`config.mk`:
```
export PLATFORM = sky130hd
export DESIGN_NAME = asf_packet_header_parser_top
export DESIGN_NICKNAME = d
export VERILOG_FILES = /design/src/rtl/asfphp_pkg.sv /design/src/rtl/asf_packet_header_parser_top.sv
export SDC_FILE = /design/constraint.sdc
export NUM_CORES = 2
export LEC_CHECK = 0
export BUFFER_PORTS_ARGS = -buffer_cell sky130_fd_sc_hd__clkbuf_2
export CORE_ASPECT_RATIO = 1.75
export CORE_MARGIN = 2
export CORE_UTILIZATION = 37
export CTS_BUF_LIST = sky130_fd_sc_hd__clkbuf_8
export CTS_CLUSTER_SIZE = 28
export DETAILED_ROUTE_END_ITERATION = 8
export MAX_ROUTING_LAYER = met4
export PLACE_DENSITY_LB_ADDON = 0.12
export SLEW_MARGIN = 20
export SYNTH_ARGS = -nofsm -noshare
export SYNTH_HDL_FRONTEND = slang
export SYNTH_SLANG_ARGS = --single-unit
```
`constraint.sdc`:
```
create_clock -name i_clk -period 23.6 [get_ports i_clk]
set_input_delay 1.18 -clock i_clk [delete_from_list [all_inputs] [get_ports i_clk]]
set_output_delay 1.18 -clock i_clk [all_outputs]
set_load 0.01 [all_outputs]
```
`src/rtl/asfphp_pkg.sv`:
```
// Package for the ASF data packet header parser.
// Holds the word types of both channels, the phase and field codes and small helpers.
// No dependencies; used by asf_packet_header_parser_top.
`default_nettype none

package asfphp_pkg;

    // Width used when a length counter is compared against a 32-bit field value.
    localparam int CMP_W = 33;

    typedef struct packed {
        logic [7:0]  data_byte;
        logic        first_byte;
        logic [15:0] buffer_length;
    } t_in_word;

    typedef struct packed {
        logic        result_kind;
        logic [6:0]  stream_number;
        logic        key_frame;
        logic [31:0] object_number;
        logic [31:0] object_offset;
        logic [31:0] object_size;
        logic [31:0] time_ms;
        logic        time_valid;
        logic [7:0]  duration_ms;
        logic [15:0] payload_start;
        logic [15:0] payload_length;
        logic [1:0]  status;
    } t_out_word;

    typedef enum logic [4:0] {
        PH_IDLE,
        PH_EC,
        PH_FLAGS1,
        PH_PROP,
        PH_VAR,
        PH_SEND,
        PH_COUNT,
        PH_STREAM,
        PH_REP,
        PH_DATA,
        PH_SUBLEN,
        PH_SUBDATA,
        PH_DONE
    } t_phase;

    typedef enum logic [2:0] {
        FLD_PKTLEN,
        FLD_SEQ,
        FLD_PAD,
        FLD_MONUM,
        FLD_MOOFF,
        FLD_REPLEN,
        FLD_PLEN
    } t_field;

    typedef enum logic [1:0] {
        CFG_NOMINAL_SIZE,
        CFG_PREROLL
    } t_cfg_reg;

    localparam logic [1:0] ST_NONE        = 2'd0;
    localparam logic [1:0] ST_RECOVERABLE = 2'd1;
    localparam logic [1:0] ST_FATAL       = 2'd2;

    localparam logic KIND_DESCRIPTOR = 1'b0;
    localparam logic KIND_STATUS     = 1'b1;

    localparam logic [7:0] EC_PRESENT_MASK = 8'h80;
    localparam logic [7:0] EC_TYPE_MASK    = 8'h60;
    localparam logic [7:0] EC_LEN_MASK     = 8'h0f;
    localparam logic [7:0] STREAM_MASK     = 8'h7f;
    localparam logic [7:0] COUNT_MASK      = 8'h3f;
    localparam logic [7:0] LENTYPE_MASK    = 8'hc0;

    localparam int MIN_BUFFER = 8;
    localparam int SEND_BYTES = 6;

    // Byte count of a variable-length field from its two-bit length type.
    function automatic logic [2:0] varlen_bytes(input logic [1:0] code);
        logic [2:0] n;
        case (code)
            2'd0:    n = 3'd0;
            2'd1:    n = 3'd1;
            2'd2:    n = 3'd2;
            default: n = 3'd4;
        endcase
        return n;
    endfunction

    // Timestamp minus preroll, clamped at zero.
    function automatic logic [31:0] after_preroll(input logic [31:0] t, input logic [31:0] p);
        return (t < p) ? 32'd0 : t - p;
    endfunction

endpackage

`default_nettype wire

```
`src/rtl/asf_packet_header_parser_top.sv`:
```
// ASF data packet header parser, top level.
// Decodes one buffer byte per word and emits payload descriptors and a final status.
// Depends on asfphp_pkg.
//
//   channel | direction | handshake               | word
//   --------+-----------+-------------------------+------------------------
//   in      | input     | i_in_valid / o_in_stall | asfphp_pkg::t_in_word
//   out     | output    | o_out_valid / i_out_stall | asfphp_pkg::t_out_word
//   cfg     | input     | i_cfg_we                | index + 32-bit data
//
// One input word is taken every cycle; its result, if any, is in the output register
// on the next cycle. The whole decode of a byte is one combinational pass from the
// parser state registers into the output register.
// Reset (i_rst_n low, synchronous) returns the parser to idle and clears the
// configuration registers; no clearing pass is needed.
// The input stalls only while a result waits in the output register and the output
// is stalled.
`default_nettype none

module asf_packet_header_parser_top #(
    parameter int REP_DATA_KEEP = 8,
    parameter int LENGTH_BITS   = 16
) (
    input  wire                    i_clk,
    input  wire                    i_rst_n,
    input  wire                    i_in_valid,
    output logic                   o_in_stall,
    input  asfphp_pkg::t_in_word   i_in_word,
    output logic                   o_out_valid,
    input  wire                    i_out_stall,
    output asfphp_pkg::t_out_word  o_out_word,
    input  wire                    i_cfg_we,
    input  wire [1:0]              i_cfg_index,
    input  wire [31:0]             i_cfg_wdata
);

    localparam int LW = LENGTH_BITS;
    localparam int CW = asfphp_pkg::CMP_W;

    // Configuration
    logic [15:0] r_nominal;
    logic [31:0] r_preroll;

    // Parser state
    asfphp_pkg::t_phase r_phase, n_phase;
    asfphp_pkg::t_field r_fid, n_fid;
    logic [LW-1:0] r_bpos, n_bpos;
    logic [LW-1:0] r_last, n_last;
    logic [LW-1:0] r_left, n_left;
    logic [LW-1:0] r_skip, n_skip;
    logic [31:0]   r_acc, n_acc;
    logic [2:0]    r_fbl, n_fbl;
    logic [1:0]    r_shift, n_shift;
    logic [7:0]    r_lflags, n_lflags;
    logic [7:0]    r_pflags, n_pflags;
    logic [5:0]    r_count, n_count;
    logic [5:0]    r_index, n_index;
    logic [31:0]   r_hf0, n_hf0;
    logic [31:0]   r_hf1, n_hf1;
    logic [31:0]   r_hf2, n_hf2;
    logic [31:0]   r_hf3, n_hf3;
    logic [LW-1:0] r_hf4, n_hf4;
    logic [LW-1:0] r_hf5, n_hf5;
    logic [7:0]    r_rep [REP_DATA_KEEP];
    logic [7:0]    n_rep [REP_DATA_KEEP];
    logic [31:0]   r_subt, n_subt;
    logic [1:0]    r_err, n_err;
    logic [7:0]    r_stream, n_stream;
    logic          r_multi, n_multi;
    logic [1:0]    r_mlt, n_mlt;

    // Output register
    asfphp_pkg::t_out_word r_out, n_out;
    logic r_out_valid;

    // Decode controls
    logic           in_acc;
    logic           proc;
    logic           do_consume, do_begin, do_end, do_after_rep, do_body;
    logic           do_next, do_start, do_after_sub, do_after_header;
    asfphp_pkg::t_field bf_id, end_id;
    logic [31:0]    end_v;
    logic [1:0]     lt;
    logic [2:0]     flen;
    logic [LW-1:0]  blen;
    logic [3:0]     ec_len;
    logic [LW-1:0]  rep_idx;
    logic [32:0]    sub_sum;
    logic [LW-1:0]  need;
    logic           e_emit, e_status, e_tvalid;
    logic [31:0]    e_size, e_time;
    logic [7:0]     e_dur;
    logic [LW-1:0]  e_len;
    logic [CW-1:0]  pos_next;
    logic [7:0]     b;

    assign in_acc     = i_in_valid && !o_in_stall;
    assign o_in_stall = r_out_valid && i_out_stall;
    assign b          = i_in_word.data_byte;

    // Next state: one pass through the byte decode.
    always_comb begin
        n_phase  = r_phase;   n_fid    = r_fid;    n_bpos   = r_bpos;
        n_last   = r_last;    n_left   = r_left;   n_skip   = r_skip;
        n_acc    = r_acc;     n_fbl    = r_fbl;    n_shift  = r_shift;
        n_lflags = r_lflags;  n_pflags = r_pflags; n_count  = r_count;
        n_index  = r_index;   n_hf0    = r_hf0;    n_hf1    = r_hf1;
        n_hf2    = r_hf2;     n_hf3    = r_hf3;    n_hf4    = r_hf4;
        n_hf5    = r_hf5;     n_rep    = r_rep;    n_subt   = r_subt;
        n_err    = r_err;     n_stream = r_stream; n_multi  = r_multi;
        n_mlt    = r_mlt;
        proc = 1'b0;  do_consume = 1'b0; do_begin = 1'b0; do_end = 1'b0;
        do_after_rep = 1'b0; do_body = 1'b0; do_next = 1'b0; do_start = 1'b0;
        do_after_sub = 1'b0; do_after_header = 1'b0;
        bf_id = asfphp_pkg::FLD_PKTLEN; end_id = asfphp_pkg::FLD_PKTLEN;
        end_v = 32'd0; lt = 2'd0; flen = 3'd0; rep_idx = '0; sub_sum = '0; need = '0;
        e_emit = 1'b0; e_status = 1'b0; e_tvalid = 1'b0; e_size = 32'd0;
        e_time = 32'd0; e_dur = 8'd0; e_len = '0;
        blen   = LW'(i_in_word.buffer_length);
        ec_len = 4'd0;

        if (in_acc && i_in_word.first_byte) begin
            proc    = 1'b1;
            n_bpos  = '0;
            n_last  = (blen == '0) ? '0 : blen - 1'b1;
            n_err   = asfphp_pkg::ST_NONE;
            n_left  = '0;
            n_skip  = '0;
            n_multi = 1'b0;
            n_count = '0;
            n_index = '0;
            if (CW'(blen) < CW'(asfphp_pkg::MIN_BUFFER)) begin
                n_err   = asfphp_pkg::ST_RECOVERABLE;
                n_phase = asfphp_pkg::PH_DONE;
            end else if ((b & asfphp_pkg::EC_PRESENT_MASK) != 8'd0) begin
                ec_len = ((b & asfphp_pkg::EC_TYPE_MASK) == 8'd0) ?
                         4'(b & asfphp_pkg::EC_LEN_MASK) : 4'd2;
                if (CW'(blen) <= CW'(ec_len) + CW'(9)) begin
                    n_err   = asfphp_pkg::ST_FATAL;
                    n_phase = asfphp_pkg::PH_DONE;
                end else begin
                    n_left = LW'(CW'(blen) - CW'(ec_len) - CW'(1));
                    if (ec_len == 4'd0) begin
                        n_phase = asfphp_pkg::PH_FLAGS1;
                    end else begin
                        n_skip  = LW'(ec_len);
                        n_phase = asfphp_pkg::PH_EC;
                    end
                end
            end else begin
                n_left     = blen;
                n_phase    = asfphp_pkg::PH_FLAGS1;
                do_consume = 1'b1;
            end
        end else if (in_acc && r_phase != asfphp_pkg::PH_IDLE) begin
            proc       = 1'b1;
            n_bpos     = r_bpos + 1'b1;
            do_consume = 1'b1;
        end

        if (do_consume) begin
            if (n_phase != asfphp_pkg::PH_EC && n_left != '0) begin
                n_left = n_left - 1'b1;
            end
            unique case (n_phase)
                asfphp_pkg::PH_EC: begin
                    n_skip = n_skip - 1'b1;
                    if (n_skip == '0) begin
                        n_phase = asfphp_pkg::PH_FLAGS1;
                    end
                end
                asfphp_pkg::PH_FLAGS1: begin
                    n_lflags = b;
                    n_phase  = asfphp_pkg::PH_PROP;
                end
                asfphp_pkg::PH_PROP: begin
                    n_pflags = b;
                    do_begin = 1'b1;
                    bf_id    = asfphp_pkg::FLD_PKTLEN;
                end
                asfphp_pkg::PH_VAR: begin
                    n_acc   = n_acc | (32'(b) << {n_shift, 3'b000});
                    n_shift = n_shift + 1'b1;
                    n_fbl   = n_fbl - 1'b1;
                    if (n_fbl == 3'd0) begin
                        do_end = 1'b1;
                        end_id = n_fid;
                        end_v  = n_acc;
                    end
                end
                asfphp_pkg::PH_SEND: begin
                    n_skip = n_skip - 1'b1;
                    if (n_skip == '0) begin
                        do_after_header = 1'b1;
                    end
                end
                asfphp_pkg::PH_COUNT: begin
                    n_count = 6'(b & asfphp_pkg::COUNT_MASK);
                    n_mlt   = 2'((b & asfphp_pkg::LENTYPE_MASK) >> 6);
                    n_multi = 1'b1;
                    n_index = '0;
                    if (n_count == '0) begin
                        n_phase = asfphp_pkg::PH_DONE;
                    end else begin
                        do_start = 1'b1;
                    end
                end
                asfphp_pkg::PH_STREAM: begin
                    n_stream = b;
                    do_begin = 1'b1;
                    bf_id    = asfphp_pkg::FLD_MONUM;
                end
                asfphp_pkg::PH_REP: begin
                    rep_idx = n_hf4 - n_skip;
                    for (int k = 0; k < REP_DATA_KEEP; k++) begin
                        if (CW'(rep_idx) == CW'(k)) begin
                            n_rep[k] = b;
                        end
                    end
                    n_skip = n_skip - 1'b1;
                    if (n_skip == '0) begin
                        do_after_rep = 1'b1;
                    end
                end
                asfphp_pkg::PH_DATA: begin
                    n_skip = n_skip - 1'b1;
                    if (n_skip == '0) begin
                        do_next = 1'b1;
                    end
                end
                asfphp_pkg::PH_SUBLEN: begin
                    n_hf5 = n_hf5 - 1'b1;
                    if (CW'(n_hf5) < CW'(b)) begin
                        n_err   = n_multi ? asfphp_pkg::ST_FATAL : asfphp_pkg::ST_RECOVERABLE;
                        n_phase = asfphp_pkg::PH_DONE;
                    end else if (b != 8'd0) begin
                        e_emit   = 1'b1;
                        e_size   = 32'd0;
                        e_time   = n_subt;
                        e_tvalid = 1'b1;
                        e_dur    = n_rep[0];
                        e_len    = LW'(b);
                        n_skip   = LW'(b);
                        n_phase  = asfphp_pkg::PH_SUBDATA;
                    end else begin
                        do_after_sub = 1'b1;
                    end
                end
                asfphp_pkg::PH_SUBDATA: begin
                    n_hf5  = n_hf5 - 1'b1;
                    n_skip = n_skip - 1'b1;
                    if (n_skip == '0) begin
                        do_after_sub = 1'b1;
                    end
                end
                default: begin
                end
            endcase
        end

        if (do_after_sub) begin
            sub_sum = {1'b0, n_subt} + 33'(n_rep[0]);
            n_subt  = sub_sum[32] ? 32'hffff_ffff : sub_sum[31:0];
            if (n_hf5 == '0) begin
                do_next = 1'b1;
            end else begin
                n_phase = asfphp_pkg::PH_SUBLEN;
            end
        end

        if (do_after_header) begin
            if (CW'(n_left) < CW'(n_hf1)) begin
                n_err   = asfphp_pkg::ST_RECOVERABLE;
                n_phase = asfphp_pkg::PH_DONE;
            end else begin
                n_left = n_left - LW'(n_hf1);
                if (n_hf0 != 32'd0 && n_hf1 == 32'd0 && n_hf0 < 32'(r_nominal)) begin
                    need = LW'(32'(r_nominal) - n_hf0);
                    // Implicit padding is only taken when the whole gap is still left.
                    if (CW'(n_left) < CW'(32'(r_nominal) - n_hf0)) begin
                        n_err   = asfphp_pkg::ST_RECOVERABLE;
                        n_phase = asfphp_pkg::PH_DONE;
                    end else begin
                        n_left = n_left - need;
                    end
                end
                if (n_phase != asfphp_pkg::PH_DONE) begin
                    if (n_lflags[0]) begin
                        if (n_left == '0) begin
                            n_err   = asfphp_pkg::ST_RECOVERABLE;
                            n_phase = asfphp_pkg::PH_DONE;
                        end else begin
                            n_phase = asfphp_pkg::PH_COUNT;
                        end
                    end else begin
                        n_multi  = 1'b0;
                        n_count  = 6'd1;
                        n_index  = '0;
                        do_start = 1'b1;
                    end
                end
            end
        end

        // Zero-length fields fall straight through to the next one, so a single byte
        // can close up to four header fields.
        for (int k = 0; k < 5; k++) begin
            if (do_begin) begin
                do_begin = 1'b0;
                case (bf_id)
                    asfphp_pkg::FLD_PKTLEN: lt = n_lflags[6:5];
                    asfphp_pkg::FLD_SEQ:    lt = n_lflags[2:1];
                    asfphp_pkg::FLD_PAD:    lt = n_lflags[4:3];
                    asfphp_pkg::FLD_MONUM:  lt = n_pflags[5:4];
                    asfphp_pkg::FLD_MOOFF:  lt = n_pflags[3:2];
                    asfphp_pkg::FLD_REPLEN: lt = n_pflags[1:0];
                    default:                lt = n_mlt;
                endcase
                flen = asfphp_pkg::varlen_bytes(lt);
                if (flen == 3'd0) begin
                    do_end = 1'b1;
                    end_id = bf_id;
                    end_v  = 32'd0;
                end else if (CW'(n_left) < CW'(flen)) begin
                    if (bf_id == asfphp_pkg::FLD_PKTLEN || bf_id == asfphp_pkg::FLD_SEQ ||
                        bf_id == asfphp_pkg::FLD_PAD) begin
                        n_err = asfphp_pkg::ST_FATAL;
                    end else begin
                        n_err = n_multi ? asfphp_pkg::ST_FATAL : asfphp_pkg::ST_RECOVERABLE;
                    end
                    n_phase = asfphp_pkg::PH_DONE;
                end else begin
                    n_fid   = bf_id;
                    n_fbl   = flen;
                    n_acc   = 32'd0;
                    n_shift = 2'd0;
                    n_phase = asfphp_pkg::PH_VAR;
                end
            end
            if (do_end) begin
                do_end = 1'b0;
                case (end_id)
                    asfphp_pkg::FLD_PKTLEN: begin
                        n_hf0    = end_v;
                        do_begin = 1'b1;
                        bf_id    = asfphp_pkg::FLD_SEQ;
                    end
                    asfphp_pkg::FLD_SEQ: begin
                        do_begin = 1'b1;
                        bf_id    = asfphp_pkg::FLD_PAD;
                    end
                    asfphp_pkg::FLD_PAD: begin
                        n_hf1 = end_v;
                        if (CW'(n_left) < CW'(asfphp_pkg::SEND_BYTES)) begin
                            n_err   = asfphp_pkg::ST_FATAL;
                            n_phase = asfphp_pkg::PH_DONE;
                        end else begin
                            n_skip  = LW'(asfphp_pkg::SEND_BYTES);
                            n_phase = asfphp_pkg::PH_SEND;
                        end
                    end
                    asfphp_pkg::FLD_MONUM: begin
                        n_hf2    = end_v;
                        do_begin = 1'b1;
                        bf_id    = asfphp_pkg::FLD_MOOFF;
                    end
                    asfphp_pkg::FLD_MOOFF: begin
                        n_hf3    = end_v;
                        do_begin = 1'b1;
                        bf_id    = asfphp_pkg::FLD_REPLEN;
                    end
                    asfphp_pkg::FLD_REPLEN: begin
                        n_hf4 = LW'(end_v);
                        if (CW'(n_left) < CW'(end_v)) begin
                            n_err   = n_multi ? asfphp_pkg::ST_FATAL : asfphp_pkg::ST_RECOVERABLE;
                            n_phase = asfphp_pkg::PH_DONE;
                        end else if (end_v == 32'd0) begin
                            do_after_rep = 1'b1;
                        end else begin
                            n_skip  = LW'(end_v);
                            n_phase = asfphp_pkg::PH_REP;
                        end
                    end
                    default: begin
                        n_hf5 = LW'(end_v);
                        if (CW'(n_left) < CW'(end_v)) begin
                            n_err   = n_multi ? asfphp_pkg::ST_FATAL : asfphp_pkg::ST_RECOVERABLE;
                            n_phase = asfphp_pkg::PH_DONE;
                        end else begin
                            do_body = 1'b1;
                        end
                    end
                endcase
            end
            if (do_after_rep) begin
                do_after_rep = 1'b0;
                if (n_left == '0) begin
                    n_err   = n_multi ? asfphp_pkg::ST_FATAL : asfphp_pkg::ST_RECOVERABLE;
                    n_phase = asfphp_pkg::PH_DONE;
                end else if (n_multi) begin
                    do_begin = 1'b1;
                    bf_id    = asfphp_pkg::FLD_PLEN;
                end else begin
                    n_hf5   = n_left;
                    do_body = 1'b1;
                end
            end
        end

        if (do_body) begin
            if (n_hf4 == LW'(1)) begin
                // Compressed payload: the object offset field carries the base time.
                n_subt = asfphp_pkg::after_preroll(n_hf3, r_preroll);
                if (n_hf5 == '0) begin
                    do_next = 1'b1;
                end else begin
                    n_phase = asfphp_pkg::PH_SUBLEN;
                end
            end else if (n_hf4 != '0 && n_hf4 < LW'(8)) begin
                n_err   = n_multi ? asfphp_pkg::ST_FATAL : asfphp_pkg::ST_RECOVERABLE;
                n_phase = asfphp_pkg::PH_DONE;
            end else if (n_hf5 == '0) begin
                do_next = 1'b1;
            end else begin
                if (n_hf4 != '0) begin
                    e_size   = {n_rep[3], n_rep[2], n_rep[1], n_rep[0]};
                    e_time   = asfphp_pkg::after_preroll({n_rep[7], n_rep[6], n_rep[5], n_rep[4]},
                                                         r_preroll);
                    e_tvalid = 1'b1;
                end
                e_emit  = 1'b1;
                e_dur   = 8'd0;
                e_len   = n_hf5;
                n_skip  = n_hf5;
                n_phase = asfphp_pkg::PH_DATA;
            end
        end

        if (do_next) begin
            n_index = n_index + 1'b1;
            if (n_index >= n_count || n_index == '0) begin
                n_phase = asfphp_pkg::PH_DONE;
            end else begin
                do_start = 1'b1;
            end
        end

        if (do_start) begin
            if (n_left == '0) begin
                n_err   = n_multi ? asfphp_pkg::ST_FATAL : asfphp_pkg::ST_RECOVERABLE;
                n_phase = asfphp_pkg::PH_DONE;
            end else begin
                n_phase = asfphp_pkg::PH_STREAM;
            end
        end

        if (proc && n_bpos == n_last) begin
            e_status = 1'b1;
            n_phase  = asfphp_pkg::PH_IDLE;
        end
    end

    // Result word: a status on the last byte replaces any descriptor.
    always_comb begin
        pos_next = CW'(n_bpos) + CW'(1);
        n_out    = '0;
        if (e_status) begin
            n_out.result_kind = asfphp_pkg::KIND_STATUS;
            n_out.status      = n_err;
        end else begin
            n_out.result_kind    = asfphp_pkg::KIND_DESCRIPTOR;
            n_out.stream_number  = 7'(n_stream & asfphp_pkg::STREAM_MASK);
            n_out.key_frame      = n_stream[7];
            n_out.object_number  = n_hf2;
            n_out.object_offset  = n_hf3;
            n_out.object_size    = e_size;
            n_out.time_ms        = e_time;
            n_out.time_valid     = e_tvalid;
            n_out.duration_ms    = e_dur;
            n_out.payload_start  = pos_next[15:0];
            n_out.payload_length = 16'(e_len);
            n_out.status         = asfphp_pkg::ST_NONE;
        end
    end

    always_ff @(posedge i_clk) begin
        if (!i_rst_n) begin
            r_phase     <= asfphp_pkg::PH_IDLE;
            r_bpos      <= '0;
            r_last      <= '0;
            r_err       <= asfphp_pkg::ST_NONE;
            r_out_valid <= 1'b0;
            r_nominal   <= 16'd0;
            r_preroll   <= 32'd0;
        end else begin
            r_phase <= n_phase;
            r_bpos  <= n_bpos;
            r_last  <= n_last;
            r_err   <= n_err;
            if (in_acc && (e_emit || e_status)) begin
                r_out_valid <= 1'b1;
            end else if (!i_out_stall) begin
                r_out_valid <= 1'b0;
            end
            if (i_cfg_we) begin
                case (i_cfg_index)
                    asfphp_pkg::CFG_NOMINAL_SIZE: r_nominal <= i_cfg_wdata[15:0];
                    asfphp_pkg::CFG_PREROLL:      r_preroll <= i_cfg_wdata;
                    default: begin
                    end
                endcase
            end
        end
    end

    always_ff @(posedge i_clk) begin
        r_fid    <= n_fid;    r_left   <= n_left;   r_skip   <= n_skip;
        r_acc    <= n_acc;    r_fbl    <= n_fbl;    r_shift  <= n_shift;
        r_lflags <= n_lflags; r_pflags <= n_pflags; r_count  <= n_count;
        r_index  <= n_index;  r_hf0    <= n_hf0;    r_hf1    <= n_hf1;
        r_hf2    <= n_hf2;    r_hf3    <= n_hf3;    r_hf4    <= n_hf4;
        r_hf5    <= n_hf5;    r_rep    <= n_rep;    r_subt   <= n_subt;
        r_stream <= n_stream; r_multi  <= n_multi;  r_mlt    <= n_mlt;
        if (in_acc && (e_emit || e_status)) begin
            r_out <= n_out;
        end
    end

    assign o_out_valid = r_out_valid;
    assign o_out_word  = r_out;

    a_status_ends_buffer: assert property (@(posedge i_clk) disable iff (!i_rst_n)
        (in_acc && e_status) |=> (r_phase == asfphp_pkg::PH_IDLE))
        else $error("parser not idle after a status word");

    a_idle_at_last: assert property (@(posedge i_clk) disable iff (!i_rst_n)
        (r_phase == asfphp_pkg::PH_IDLE) |-> (r_bpos == r_last))
        else $error("idle parser with byte position off the buffer end");

    a_var_has_bytes: assert property (@(posedge i_clk) disable iff (!i_rst_n)
        (r_phase == asfphp_pkg::PH_VAR) |-> (r_fbl != 3'd0))
        else $error("field read with no bytes left");

    a_status_code: assert property (@(posedge i_clk) disable iff (!i_rst_n)
        (o_out_valid && o_out_word.result_kind == asfphp_pkg::KIND_STATUS)
        |-> (o_out_word.status != 2'd3))
        else $error("undefined status code");

    a_desc_no_status: assert property (@(posedge i_clk) disable iff (!i_rst_n)
        (o_out_valid && o_out_word.result_kind == asfphp_pkg::KIND_DESCRIPTOR)
        |-> (o_out_word.status == asfphp_pkg::ST_NONE && o_out_word.payload_length != 16'd0))
        else $error("descriptor with status or empty payload");

endmodule

`default_nettype wire

```
==> flow_summary_export.csv <==
group,metric,value,unit
critical_path,r2r_end,"o_out_word[137]",
sta,drv_slew,0,
clocking,cts_inserted_buffers,100,
clocking,cts_setup_buffers,0,
synthesis,synth.avg_cell_area,8.10,um2
global_route,overflow,0,
clocking,cts_resized,0,
pwr,power_frac_seq,0.321,
outcome,outcome,"finished, final reports clean",
critical_path,r2r-start,"o_out_valid",
pwr,p_leak,18.7,nW
clocking,htreeDepth,3,
sta,worst_slew_pin_slew,1.18,ns
detailed_routing,dr.pass1.iters,8,
pwr,p_per_area,85.6,mW/mm2
pwr,p_int,2.31,mW
floorplan,die_h,441,um
detailed_routing,route.vias.total,38870,
floorplan,rows,160,
critical_path,cp_slowest_cell,"nor3_1",
synthesis,synth_top_cell_area_share,0.224,
cells_and_area,regArea,0.0145,mm2
sta,finalCritPeriodShare,0.857,
clocking,hold_buffers,0,
min_path,whs_path_depth,2,
clocking,clock-sinks,632,
place,place_area,0.0435,mm2
critical_path,crit_arrival,20.55,ns
critical_path,path_max_fanout,130,
place,dp.cells,6575,
floorplan,io_pins,246,
sta,layout_min_cycle_time,20.22,ns
cells_and_area,layout-drive-gt1-share,0.133,
synthesis,synth_warnings,0,
sta,setup_tns,0,ns
synthesis,synth_edf_count,180,
place,portBuffers,245,
synthesis,synthTopCellsByCount,"627 x nand2_1, 540 x nor2_1, 452 x dfxtp_1",
sta,final-setup-viol-count,0,
clocking,cts_tree,"built",
pwr,ir_drop,0.0000475,V
synthesis,ys_seq_elements,632,
critical_path,regToRegSetupSlack,4.28,ns
min_path,worstHoldPathType,"reg2reg",
critical_path,slowest_delay,1.00,ns
global_route,grt_max_degree,131,
place,gp_congestion,1.05,
synthesis,synth.most_common_cell,"nand2_1",
sta,max_slew_margin,0.214,
clocking,clk_latency,0.89,ns
clocking,clk_path_buf_depth,3,
pwr,p_switching,1.60,mW
synthesis,ys_seq_area_frac,0.358,
detailed_routing,via_per_inst,5.74,
cells_and_area,design_area,0.0458,mm2
synthesis,synthesis.instances,4985,
sta,finalHoldViolCount,0,
cells_and_area,fin_cells,6771,
cells_and_area,areaGrowthSynthToFinish,13.3,%
synthesis,ys_async_sr_fraction,0,
floorplan,die_area,0.112,mm2
synthesis,synth_top_cells_by_area,"dfxtp_1 22%, edfxtp_1 13%, ha_1 8.0%, nand2_1 5.8%, a21oi_1 5.5%",
critical_path,crit_path_end_kind,"flip-flop",
sta,setup_slack,3.38,ns
critical_path,start_kind,"input pin",
global_route,antenna_found_initial,7,
sta,skew,0.102,ns
synthesis,synth_area_leader_cell,"dfxtp_1",
global_route,track_usage,0.336,
detailed_routing,initialDrtViolationCount,2492,
global_route,grt_pass1_vias,38697,
critical_path,path_class,"in2reg",
pwr,sw_frac_of_total,0.410,
global_route,grt_pass1_wl,264000,um
sta,rsz0062_at_grt,"false",
synthesis,syn_area,0.0404,mm2
place,dp_slack,3.28,ns
sta,fmax,49.5,MHz
floorplan,core_area,0.109,mm2
critical_path,critPathBufInv,8,
detailed_routing,wire_per_inst,27.3,um
clocking,clk_pin_slew,0.07,ns
min_path,hp-start,"r_hf2[28]",
critical_path,path_delay_family,"compound AO/OA/AOI/OAI gates",
cells_and_area,multiInputGateArea,0.0243,mm2
cells_and_area,nNetsFinal,5564,
synthesis,synth_cell_types,104,
pwr,combinationalPowerShare,0.412,
sta,holdWs,0.433,ns
critical_path,ff2ff_path_depth,64,
synthesis,ys.flop_type,"dfxtp_1",
detailed_routing,drtAntennaViolNets,0,
critical_path,crit_top_cell,"a21o_1",
pwr,p_total,3.92,mW
clocking,cts_root_buffer,"clkbuf_8",
floorplan,start_util,0.372,
critical_path,worst_ep_required_time,23.94,ns
detailed_routing,drcViolationCount,0,
synthesis,syn_nets,5330,
min_path,hold_end,"r_hf2[28]",
cells_and_area,num-fill-cells,11391,
place,hpwlAfterDp,143000,um
floorplan,die_w,254,um
cells_and_area,fin_util,0.422,
job,cap_viol_max_count,0,
detailed_routing,wl,185000,um
pwr,clkPwrFrac,0.267,
-- worst max path at each step --
stage,slack (ns),startpoint,endpoint,cells after the start
after floorplan,3.93,i_in_word[18],o_out_word[0],71
after global placement,3.64,i_in_word[18],o_out_word[72],69
after detailed placement,3.28,i_in_word[18],o_out_word[54],70
after CTS,4.11,i_in_word[18],o_out_word[64],70
after global routing,2.49,i_in_word[18],o_out_word[71],70
final,3.38,i_in_word[18],o_out_word[137],69
-- cell type report --
type	instances	share of cell area
multi-input combinational	3889	0.530
sequential	632	0.316
timing repair buffer	364	0.0466
tap	1458	0.0399
clock buffer	126	0.0379
inverter	232	0.0190
clock inverter	63	0.0103
antenna	7	0.000383
-- cell usage in the layout (no fill, tap or decap), drive strengths merged, types with 61 or more instances in the layout --
cell type / netlist / layout
nand2: 628 / 628
nor2: 541 / 541
dfxtp: 452 / 452
a21oi: 444 / 444
clkbuf: 193 / 371
o21ai: 331 / 331
inv: 229 / 266
ha: 259 / 259
edfxtp: 180 / 180
nor3: 159 / 159
xnor2: 144 / 144
nand3: 142 / 142
buf: 39 / 119
nor2b: 99 / 99
xor2: 83 / 83
mux2: 80 / 80
nor4: 70 / 70
a21o: 68 / 68
nand2b: 61 / 61
-- logic make-up after synthesis --
family,count (synthesis),share of synthesized area
fa+ha+maj,281,0.0911
simple gates,2008,0.235
flops,632,0.358
xor+xnor,227,0.0492
buf+inv,464,0.0446
mux,111,0.0300
compound gates,1262,0.192
-- sequential cells by signal (all words and copies together), names as in the netlist, 32 cells and up --
signal and cells:
o_out_word 180, r_acc 32, r_hf0 32, r_hf1 32
r_hf2 32, r_hf3 32, r_preroll 32, r_rep 64
r_subt 32
-- power groups by stage --
stage                     combinational, mW  clock, mW  sequential (mW)
after floorplan                        1.06          0             1.26
after global placement                 1.58          0             1.28
final                                  1.61       1.04             1.26
after detailed placement               1.58          0             1.28
after CTS                              1.59       1.07             1.25
after global routing                   1.75       1.11             1.26
-- worst reg2reg max path, delay by kind of cell, from the launching register on --
kind,cells,cell delay [ns]
mux,1,0.30
xor+xnor,1,0.31
compound gates,30,6.35
fa+ha+maj,5,1.60
buf+inv,7,2.20
flops,1,0.34
simple gates,20,7.29
-- layer usage --
| layer | global-route usage | part of all wire |
|---|---|---|
| met2 | 0.572 | 0.49 |
| met3 | 0.0632 | 0.054 |
| met5 | - | 0 |
| met1 | 0.327 | 0.35 |
| met4 | 0.290 | 0.10 |
Note: power is estimated with default switching activity, not from simulation.
